$ cat config.mk
export PLATFORM = sky130hd
export DESIGN_NAME = rrv_cfg
export DESIGN_NICKNAME = d
export VERILOG_FILES = /design/src/hw/rtl/rrv_pkg.sv /design/src/hw/rtl/rrv_cfg.sv
export SDC_FILE = /design/constraint.sdc
export NUM_CORES = 1
export LEC_CHECK = 0
export ABC_CLOCK_PERIOD_IN_PS = 800
export BUFFER_PORTS_ARGS = -buffer_cell sky130_fd_sc_hd__buf_4
export CAP_MARGIN = 20
export CORE_ASPECT_RATIO = 1.4
export CORE_MARGIN = 2
export CORE_UTILIZATION = 44
export DETAILED_ROUTE_END_ITERATION = 10
export HOLD_SLACK_MARGIN = 0.03
export PLACE_DENSITY = 0.78
export SYNTH_ARGS = -nofsm -noshare
export SYNTH_HDL_FRONTEND = slang
export SYNTH_SLANG_ARGS = --single-unit
export TNS_END_PERCENT = 30
$ cat constraint.sdc
create_clock -name clk -period 0.8 [get_ports clk]
set_clock_uncertainty 0.1 [all_clocks]
set_input_delay 0.16 -clock clk [delete_from_list [all_inputs] [get_ports clk]]
set_output_delay 0.16 -clock clk [all_outputs]
set_load 0.05 [all_outputs]
$ cat src/hw/rtl/rrv_pkg.sv
`timescale 1ns / 1ps
// shared types, constants and helper functions of the rotor vector rotation
package rrv_pkg;

	localparam int COORD_W  = 16;
	localparam int ROT_W    = 16;
	localparam int FRAC_W   = 14;
	localparam int P1_W     = COORD_W + ROT_W;
	localparam int Q_W      = P1_W + 1;
	localparam int P2_W     = Q_W + ROT_W;
	localparam int R_W      = P2_W + 1;
	localparam int SHIFT_W  = 2 * FRAC_W;
	localparam int RS_W     = R_W - SHIFT_W;
	localparam int CFG_IDX_W = 2;

	localparam logic [CFG_IDX_W-1:0] CFG_SCALAR = 2'd0;
	localparam logic [CFG_IDX_W-1:0] CFG_XY     = 2'd1;
	localparam logic [CFG_IDX_W-1:0] CFG_XZ     = 2'd2;
	localparam logic [CFG_IDX_W-1:0] CFG_YZ     = 2'd3;

	typedef logic signed [COORD_W-1:0] coord_t;
	typedef logic signed [ROT_W-1:0]   rot_t;
	typedef logic signed [P1_W-1:0]    p1_t;
	typedef logic signed [Q_W-1:0]     q_t;
	typedef logic signed [P2_W-1:0]    p2_t;
	typedef logic signed [R_W-1:0]     r_t;
	typedef logic signed [RS_W-1:0]    rs_t;

	typedef struct packed {
		rot_t a;
		rot_t bxy;
		rot_t bxz;
		rot_t byz;
	} rotor_t;

	// intermediate vector and trivector term
	typedef struct packed {
		q_t q0;
		q_t q1;
		q_t q2;
		q_t t;
	} qvec_t;

	typedef struct packed {
		coord_t val;
		logic   clip;
	} sat_t;

	localparam rot_t ROT_ONE  = {{(ROT_W-FRAC_W-1){1'b0}}, 1'b1, {FRAC_W{1'b0}}};
	localparam rot_t ROT_ZERO = '0;
	localparam coord_t COORD_MAX = {1'b0, {(COORD_W-1){1'b1}}};
	localparam coord_t COORD_MIN = {1'b1, {(COORD_W-1){1'b0}}};
	// half an lsb of the final scale
	localparam r_t ROUND_C = {{(R_W-SHIFT_W){1'b0}}, 1'b1, {(SHIFT_W-1){1'b0}}};

	function automatic q_t sx_q(input p1_t v);
		return {{(Q_W-P1_W){v[P1_W-1]}}, v};
	endfunction

	function automatic r_t sx_r(input p2_t v);
		return {{(R_W-P2_W){v[P2_W-1]}}, v};
	endfunction

	// clamp to the coordinate range; fits when the top bits are all sign
	function automatic sat_t sat(input rs_t v);
		sat_t s;
		logic fits;
		fits = (&v[RS_W-1:COORD_W-1]) | ~(|v[RS_W-1:COORD_W-1]);
		s.clip = ~fits;
		if (fits) begin
			s.val = v[COORD_W-1:0];
		end else if (v[RS_W-1]) begin
			s.val = COORD_MIN;
		end else begin
			s.val = COORD_MAX;
		end
		return s;
	endfunction

endpackage

$ cat src/hw/rtl/rrv_cfg.sv
`timescale 1ns / 1ps
// rotor configuration registers
module rrv_cfg (
	input  logic                             clk,
	input  logic                             arst_n,
	input  logic                             cfg_we,
	input  logic [rrv_pkg::CFG_IDX_W-1:0]    cfg_idx,
	input  logic [rrv_pkg::ROT_W-1:0]        cfg_wdata,
	output rrv_pkg::rotor_t                  rotor
);

	rrv_pkg::rotor_t rotor_q;

	always_ff @(posedge clk or negedge arst_n) begin
		if (!arst_n) begin
			rotor_q.a   <= rrv_pkg::ROT_ONE;
			rotor_q.bxy <= rrv_pkg::ROT_ZERO;
			rotor_q.bxz <= rrv_pkg::ROT_ZERO;
			rotor_q.byz <= rrv_pkg::ROT_ZERO;
		end else if (cfg_we) begin
			case (cfg_idx)
				rrv_pkg::CFG_SCALAR: rotor_q.a   <= cfg_wdata;
				rrv_pkg::CFG_XY:     rotor_q.bxy <= cfg_wdata;
				rrv_pkg::CFG_XZ:     rotor_q.bxz <= cfg_wdata;
				rrv_pkg::CFG_YZ:     rotor_q.byz <= cfg_wdata;
				default: ;
			endcase
		end
	end

	assign rotor = rotor_q;

endmodule

* Word-level counts from Yosys, hierarchy flattened
Cells that the tools add are included.
Word-level totals: register bits after elaboration 64, bits in latches 0, RAM bits 0, bits in read-only memories 0, output and inout port bits 64, logic and storage cells 12, memories 0
Operators by class: add/sub/neg operators 0, multipliers 0, divide/modulo/power cells 0, $lt $le $gt $ge 0, equality and inequality tests 3, shift-type cells 0, mux-type cells 0, bitwise operators 0, reductions and logical operators 5
Operators with widths (number):
- AND reduction 2 bit | 4
- == test 2 bit, second input constant | 2
- == test 2 x 1 -> 1 bit, second input constant | 1
- logical NOT 2 bit | 1

* Logic depth before layout (Yosys ltp)
Gate-level depths: netlist of the first run.
depth after elaboration 2, gate-level depth with buffers 3, depth with buffers taken out 2

* Worst setup path before layout of the first run
Ideal clock, no wire load.
path type input port to flip-flop, from in cfg_idx[1] (netlist name), to reg rotor_q, in the netlist rotor[48], setup time 125 ps, data arrival time 989 ps, data required time 575 ps, path slack -414 ps, stages 3, path buffers 1, path through nor3b_4 > buf_6 > mux2_2
Between the ends: word-level cells in the longest chain between the ends 2
Ends and longest elaborated chain:
- start: declaration | RTL line rrv_cfg.sv:7 | input logic [rrv_pkg::CFG_IDX_W-1:0] cfg_idx,
- logical NOT 2 bit | RTL line rrv_cfg.sv:21 | case (cfg_idx)
- AND reduction 2 bit (no source line)
- end: declaration | RTL line rrv_cfg.sv:12 | rrv_pkg::rotor_t rotor_q;
Every way passes these cells. A chain may end at the register's enable or synchronous reset.

* Worst setup path in the final report of the first run
from reg rotor_q, in the netlist rotor[62], to out rotor[62] (netlist name)
RTL lines:
- end: declaration | RTL line rrv_cfg.sv:9 | output rrv_pkg::rotor_t rotor
No word-level cell between the ends.

==> metrics.txt, run 1 <==
outcome complete, but fails checks; failing checks negative hold slack, negative setup slack; CP delay by family, top flip-flops; fin util 0.737; Max Clk Rate 773 MHz; largest family of logic cells by synthesized area multiplexers; CTS root buffer clkbuf_8; synth-to-layout area growth 59.9%; CTS Sinks 64; share of layout cells above drive strength 1 0.847; final setup violation count 128; largest net degree at the start of global routing 28; post-synthesis mux area share 0.299; Async SR Flop Fraction 1.00; H-tree Lvls 3; Critical Path, Cell by Cell buf_8; Mapped Cells 136; Mean Syn Cell Area 17.7 um2; VDD IR max 1.86 mV; RSZ-0062 raised after global routing yes; core area 5240 um2; GR Overflow Total 0; Die H 91.6 um; Final WS setup -494 ps; clock-pin transition on the worst setup and hold timing paths 60 ps; Startpoint Class flop; yosys warns 0; worst hold slack -15.1 ps; Synth Area in Adders 0; ANT cells 0; CP arrival 1030 ps; Mapped Area 2410 um2; gr usage total 0.193; period utilisation layout 1.62; Max stage delay on crit path 560 ps; Initial Utilization 0.461; Routed Antenna Nets 0; nets@finish 265; Max clock buf depth 2; Max-slew headroom 0.822; antenna violations before repair 0; num rows 31; register bit total from synthesis 64; GPL Wtd Cong 0.671; vias per cell 4.99; CTS tree built; IO Pins 85; compound-cell area share of the yosys netlist 0; routed via count 1,571; Die ar. 6100 um2; count of pins over their slew limit 0; Top FF cell, synth dfrtp_1; Lkg Pwr 1.83 nW; number of global-route vias before repair 1,654; max-cap violations 0; CP Capture Type primary output; post-synthesis sequential area ratio 0.664; Final Critical Period 1290 ps; first-pass GRT wire length 8510 um; Largest register FFs 64; Worst Path Buf+Inv 1; drt wl/cell 17.9 um; Starting DRT DRC Count 46; DRT Pass-1 Iters 4; DRC violations left 0; Die Wd 66.6 um; unique cell type count in the Yosys netlist 10; port buffer count 84; post-synth top area cell dfrtp_1; clock latency on the worst-skew pair 320 ps; Simple-Gate Fraction of Synth Area 0.0213; Tightest Pin Transition 268 ps; Synth top area share 0.654; CP max stage cell dfstp_2; top-count cell post-synth mux2_2; power per cell area 3100 nW/um2; final WL 5630 um; setup TNS -28,840 ps; hold buffer count at CTS 1; worst hold path type in2reg; top post-synthesis cells by area dfrtp_1 65%, mux2_2 30%, dfstp_2 1.1%, nand3b_2 0.93%, nor3b_4 0.78%; number of synthesized flops with an enable pin 0; CP Class reg2out; Hold Fails Final Rpt 39; Post-Syn Nets 157; DP Wirelength 3710 um; Synth top cells by count 64 x mux2_2, 63 x dfrtp_1, 2 x nand3b_2; critical path fanouts, max 2; Synth Area in XOR/XNOR 0; critical path required time 540 ps; TritonCTS buffer count 9
routing by layer:
metal	vias up	routed length, um	share of wire	track usage
li1	704	-	-	-
met5	-	0	0	0
met2	75	2740	0.49	0.293
met3	8	473	0.084	0.0847
met4	0	89	0.016	0.0765
met1	784	2320	0.41	0.241
per-stage QoR:
step | power [W] | area (um2) | std cells | setup WS, ps
5_1_grt | 0.0124 | 3860 | 315 | -527
6_report | 0.0120 | 3860 | 315 | -494
3_5_place_dp | 0.00859 | 3300 | 293 | -518
2_1_floorplan | 0.00713 | 2500 | 136 | -414
3_3_place_gp | 0.00852 | 3300 | 293 | -498
4_1_cts | 0.0120 | 3800 | 312 | -500
worst paths after layout:
path | start | end | slack [ps] | cells past startpoint
max in group asynchronous | arst_n | rotor[34] | 50 | 3
hold / removal | cfg_wdata[4] | rotor[36] | -20 | 2
setup / recovery | rotor[62] | rotor[62] | -490 | 1
setup reg to reg | rotor[30] | rotor[30] | -220 | 2
min in group asynchronous | arst_n | rotor[56] | 130 | 2
hold reg to reg | rotor[23] | rotor[23] | 430 | 1
layout make-up:
cell class                 count  area [um2]
multi-input combinational     68         868
clock inverter                 3        40.0
timing repair buffer         101        1070
tap                           66        82.6
clock buffer                  13         159
fill                         319        1380
sequential                    64        1640
report_power, final:
part | leakage (nW) | internal, W | switching [W]
Sequential | 0.727 | 0.00391 | 0.000478
Combinational | 1.00 | 0.00198 | 0.00287
Clock | 0.103 | 0.00160 | 0.00113
Total | 1.83 | 0.00750 | 0.00448
cell families (layout without fill, tap and decap cells):
| logic type | count (synthesis) | count (layout) |
|---|---|---|
| multiplexers | 64 | 64 |
| buffers and inverters | 4 | 117 |
| flip-flops | 64 | 64 |
| AND/OR/NAND/NOR | 4 | 4 |
placed cells by master (no fill, tap or decap), types with 2 or more instances in the layout:
| master | instances |
|---|---|
| nand3b_4 | 2 |
| buf_8 | 2 |
| buf_6 | 65 |
| dfrtp_1 | 35 |
| buf_12 | 4 |
| clkbuf_1 | 2 |
| mux2_4 | 21 |
| mux2_2 | 43 |
| clkinv_2 | 2 |
| buf_4 | 29 |
| dfrtp_2 | 28 |
| clkbuf_8 | 11 |
repair_timing:
action	CTS	global route
resized for setup	72	10
hold endpoints to repair	128	64
setup buffers	2	3
endpoints found under the setup margin	128	128
Note: power is estimated with default switching activity, not from simulation.
==> run 2, diff against run 1 <==
Settings changed: CORE_ASPECT_RATIO 1.4 to not set.
==> run 2 against run 1 <==
The run still ends with negative hold slack, negative setup slack left. Die area shrank 0.14%. Non-clock buffer count grew 4. Clock-buffer cell count grew 1. Core utilization grew 2.5 points. Power grew 2.5%. Via count grew 0.64%. Critical endpoint unchanged. Critical path type unchanged. First-iteration DRC count grew 50%. Global-route usage shrank 0.16 points. Routed wire length shrank 3.5%. Maximum frequency grew 0.36%. Cell area grew 2.8%.
==> metrics.txt, run 2 (synthesis gave the netlist of run 1 again) <==
outcome complete, but fails checks; failing checks negative hold slack, negative setup slack; Max clock buf depth 2 (unchanged); worst hold path type in2reg; Max Clk Rate 776 MHz (+0.36%); GPL Wtd Cong 0.685 (+2.1%); Initial Utilization 0.463 (+0.00277); final WL 5440 um (-3.5%); CP Capture Type primary output; worst hold slack -19.3 ps (-4.12 ps); hold buffer count at CTS 1 (unchanged); Final Critical Period 1290 ps (-4.58 ps); drt wl/cell 16.8 um (-5.9%); IO Pins 85 (unchanged); synth-to-layout area growth 64.3%; most frequent cells in the layout 70 x buf_6, 44 x mux2_2, 35 x dfrtp_1, 28 x dfrtp_2, 25 x buf_4; CTS root buffer clkbuf_8; Die ar. 6090 um2 (-0.14%); R2R Path End rotor[43]; final setup violation count 128 (unchanged); count of pins over their slew limit 0 (unchanged); Critical Path, Cell by Cell buf_8; CP max stage cell dfstp_2; R2R setup slack -320 ps (-100 ps); Worst Path Buf+Inv 1 (unchanged); Startpoint Class flop; Largest register FFs 64 (unchanged); num rows 26 (-16%); nets@finish 269 (+1.5%); CTS tree built; clock latency on the worst-skew pair 330 ps (about the same); DRT Pass-1 Iters 3 (-1); RSZ-0062 raised after global routing yes; clock-pin transition on the worst setup and hold timing paths 70 ps (about the same); share of layout cells above drive strength 1 0.854 (+0.00637); Starting DRT DRC Count 69 (+50%); Tightest Pin Transition 301 ps (+33.3 ps); gr usage total 0.192 (-0.00156); Routed Antenna Nets 0 (unchanged); TritonCTS buffer count 9 (unchanged); hold path cells 2 (unchanged); Max-slew headroom 0.799 (-0.0222); number of global-route vias before repair 1,681 (+1.6%); routed via count 1,581 (+0.64%); hold_sp cfg_wdata[8]; critical path required time 540 ps (about the same); CP arrival 1030 ps (about the same); Lkg Pwr 1.87 nW (+2.1%); CP Class reg2out; CTS Sinks 64 (unchanged); RR Startpoint rotor[43]; Final WS setup -489 ps (+4.58 ps); power per cell area 3100 nW/um2 (-0.23%); core area 5200 um2 (-0.60%); Stages on worst setup path 1 (unchanged); register area 1640 um2 (unchanged); GR Overflow Total 0 (unchanged); CP delay by family, top flip-flops; Die Wd 78.0 um (+17%); Worst Hold Endpoint rotor[8]; fill cell count 309 (-3.1%); DP Wirelength 3600 um (-2.9%); setup TNS -28,700 ps (+136 ps); Max stage delay on crit path 550 ps (about the same); DRC violations left 0 (unchanged); critical path fanouts, max 2 (unchanged); ANT cells 0 (unchanged); Hold Fails Final Rpt 52 (+33%); multi-input logic area 865 um2 (-0.43%); largest net degree at the start of global routing 27 (-3.6%); antenna violations before repair 0 (unchanged); port buffer count 84 (unchanged); max-cap violations 0 (unchanged); H-tree Lvls 3 (unchanged); Reg2Reg Depth 3 (+1); first-pass GRT wire length 8790 um (+3.2%); commonest non-fill, non-tap cell in the layout buf_6; VDD IR max 1.84 mV (-1.0%); period utilisation layout 1.61 (-0.00572); vias per cell 4.89 (-1.9%); Tot Pwr 0.0123 W (+2.5%); Die H 78.0 um (-15%)
-- run 2: worst max path at each step --
stage | to | slack [ps] | from
final | rotor[62] | -490 | rotor[62]
after CTS | rotor[62] | -510 | rotor[62]
after floorplan | rotor[48] | -410 | cfg_idx[1]
after global routing | rotor[62] | -520 | rotor[62]
after detailed placement | rotor[54] | -490 | cfg_idx[1]
after global placement | rotor[55] | -460 | cfg_idx[1]
-- run 2: layout make-up --
class	count	area share
repair buffers	105	0.292
clock buffers	14	0.0461
well taps	70	0.0221
flip-flops and latches	64	0.413
clock inverters	2	0.00884
multi-input cells	68	0.218
-- run 2: stage by stage --
step / util / setup WS, ps / area (um2) / std cells / hold WS, ps
5_1_grt: 0.762 / -522 / 3960 / 323 / -29.5
2_1_floorplan: - / -414 / 2500 / 136 / -236
3_3_place_gp: 0.640 / -457 / 3330 / 295 / -71.9
6_report: 0.762 / -489 / 3960 / 323 / -19.3
3_5_place_dp: 0.640 / -486 / 3330 / 295 / -72.6
4_1_cts: 0.739 / -512 / 3850 / 316 / -35.3
-- run 2: what timing repair did --
item                       in CTS  in global routing
buffers inserted                4                  7
hold endpoints to repair      128                 64
setup endpoints to repair     128                139
gates resized for setup        69                 17
-- run 2: power by group --
part	internal (W)	leakage, nW	switching (W)
Clock	0.00178	0.113	0.00117
Combinational	0.00206	1.03	0.00290
Sequential	0.00391	0.727	0.000458
Total	0.00775	1.87	0.00452
-- run 2: layer usage --
metal / track usage / share of wire / vias up
met3: 0.0713 / 0.081 / 10
met5: 0 / 0 / -
li1: - / - / 715
met1: 0.245 / 0.44 / 792
met2: 0.289 / 0.46 / 64
met4: 0.0965 / 0.019 / 0
==> run 3, diff against run 2 <==
Settings changed: RECOVER_POWER set to 25, SETUP_SLACK_MARGIN set to 0.3.
==> run 3 against run 2 <==
The flow still finishes with violations (negative hold slack, negative setup slack). Sequential share of layout area is 0.32 points higher. Sequential power hardly changed. Cell area is 0.76% lower. Global-route usage stayed put. First-iteration DRC count is 12% lower. Maximum frequency hardly changed. Power is 0.11% lower. Cell count is 0.31% lower. Via count hardly changed. Critical path depth stayed put. Critical path type unchanged. Critical endpoint unchanged. Largest cell class unchanged. Largest power group unchanged.
==> metrics.txt, run 3 (synthesis gave the netlist of run 1 again) <==
outcome complete, but fails checks; failing checks negative hold slack, negative setup slack; Tightest Pin Transition 755 ps (+454 ps); clock-pin transition on the worst setup and hold timing paths 70 ps (about the same); Reg power frac 0.356 (about the same); Critical Path, Cell by Cell buf_8; Die ar. 6090 um2 (unchanged); Initial Utilization 0.463 (unchanged); core area 5200 um2 (unchanged); placed cells 295 (unchanged); gr usage total 0.192 (unchanged); CP arrival 1030 ps (about the same); final setup violation count 129 (+0.78%); CP Class reg2out; Starting DRT DRC Count 61 (-12%); Max stage delay on crit path 550 ps (about the same); DP Wirelength 3600 um (unchanged); largest net degree at the start of global routing 27 (unchanged); routed via count 1,580 (-0.063%); ANT cells 0 (unchanged); Max clock buf depth 2 (unchanged); Final Instance Count excl. Fillers 322 (-0.31%); count of pins over their slew limit 0 (unchanged); period utilisation layout 1.61 (about the same); max-cap violations 0 (unchanged); Final WS setup -489 ps (-0.0970 ps); worst hold path type in2async; Clk pwr share 0.241 (about the same); num rows 26 (unchanged); Max Clk Rate 776 MHz (about the same); multi-input logic area 865 um2 (unchanged); first-pass GRT wire length 8790 um (unchanged); final WL 5420 um (-0.31%); IO Pins 85 (unchanged); Startpoint Class flop; Die Wd 78.0 um (unchanged); CTS tree built; share of layout cells above drive strength 1 0.853 (about the same); Sw Pwr 0.00452 W (about the same); Largest register FFs 64 (unchanged); nets@finish 268 (-0.37%); TritonCTS buffer count 9 (unchanged); Hold Fails Final Rpt 62 (+19%); vias per cell 4.91 (+0.25%); number of global-route vias before repair 1,681 (unchanged); fill cell count 312 (+0.97%); synth-to-layout area growth 63.1%; power per cell area 3120 nW/um2 (+0.65%); H-tree Lvls 3 (unchanged); critical path fanouts, max 2 (unchanged); Worst setup startpoint rotor[62]; CTS Sinks 64 (unchanged); antenna violations before repair 0 (unchanged); critical path required time 540 ps (about the same); Comb pwr share 0.403 (about the same); area post-placement 3330 um2 (unchanged); internal power 0.00774 W (-0.18%); DRT Pass-1 Iters 3 (unchanged); drt wl/cell 16.8 um (about the same); VDD IR max 1.84 mV (about the same); worst hold slack -231 ps (-212 ps); DRC violations left 0 (unchanged); GR Overflow Total 0 (unchanged); CTS root buffer clkbuf_8; Finished Cell Area 3930 um2 (-0.76%); most frequent cells in the layout 69 x buf_6, 44 x mux2_2, 35 x dfrtp_1, 28 x dfrtp_2, 25 x buf_4; RSZ-0062 raised after global routing yes; CP delay by family, top flip-flops; Max-slew headroom 0.496 (-0.303); CP max stage cell dfstp_2; port buffer count 84 (unchanged); commonest non-fill, non-tap cell in the layout buf_6; Worst Path Buf+Inv 1 (unchanged); RR Startpoint rotor[43]; Die H 78.0 um (unchanged); register area 1640 um2 (unchanged); CP Capture Type primary output; Routed Antenna Nets 0 (unchanged); Lkg Pwr 1.86 nW (-0.74%); clock latency on the worst-skew pair 330 ps (about the same); Final Critical Period 1290 ps (+0.0970 ps); sw frac 0.369 (+0.000429); GPL Wtd Cong 0.685 (unchanged)
[run 3: per-layer routing]
metal	vias to the layer above	track usage	part of all wire
met1	794	0.244	0.44
li1	712	-	-
met3	10	0.0724	0.081
met4	0	0.0965	0.019
met2	64	0.289	0.46
met5	-	0	0
[run 3: layout make-up]
type                            count  share of cell area
Timing Repair Buffer              104               0.286
Sequential cell                    64               0.416
Clock inverter                      2             0.00891
Tap cell                           70              0.0223
Multi-Input combinational cell     68               0.220
Clock buffer                       14              0.0464
[run 3: worst paths after layout]
path                        endpoint  slack, ps  cells after the start
max                        rotor[62]       -490                      1
min                        rotor[13]       -230                      1
max reg2reg                rotor[43]       -320                      3
min reg2reg                rotor[12]        430                      1
max in group asynchronous  rotor[62]          0                      2
min in group clk            rotor[8]        -20                      2
[run 3: repair_timing]
action                     CTS  global route
setup endpoints to repair  128           128
resized for setup           69            16
setup buffers                4             7
hold endpoints to repair   128           128
gates cloned                 0             0
[run 3: through the flow]
| step | utilization | power [W] | worst slack [ps] | setup TNS [ps] |
|---|---|---|---|---|
| after floorplan | - | 0.00713 | -414 | -19970 |
| after global placement | 0.640 | 0.00852 | -457 | -27680 |
| after detailed placement | 0.640 | 0.00859 | -486 | -28460 |
| after CTS | 0.737 | 0.0122 | -512 | -29330 |
| after global routing | 0.756 | 0.0127 | -522 | -33570 |
| final | 0.756 | 0.0123 | -489 | -28720 |
[run 3: power by group through the flow]
stage | combinational [W] | sequential, W | clock (W)
6_report | 0.00494 | 0.00437 | 0.00295
5_1_grt | 0.00512 | 0.00445 | 0.00317
4_1_cts | 0.00479 | 0.00435 | 0.00302
3_5_place_dp | 0.00430 | 0.00429 | 0
3_3_place_gp | 0.00424 | 0.00427 | 0
2_1_floorplan | 0.000674 | 0.00646 | 0
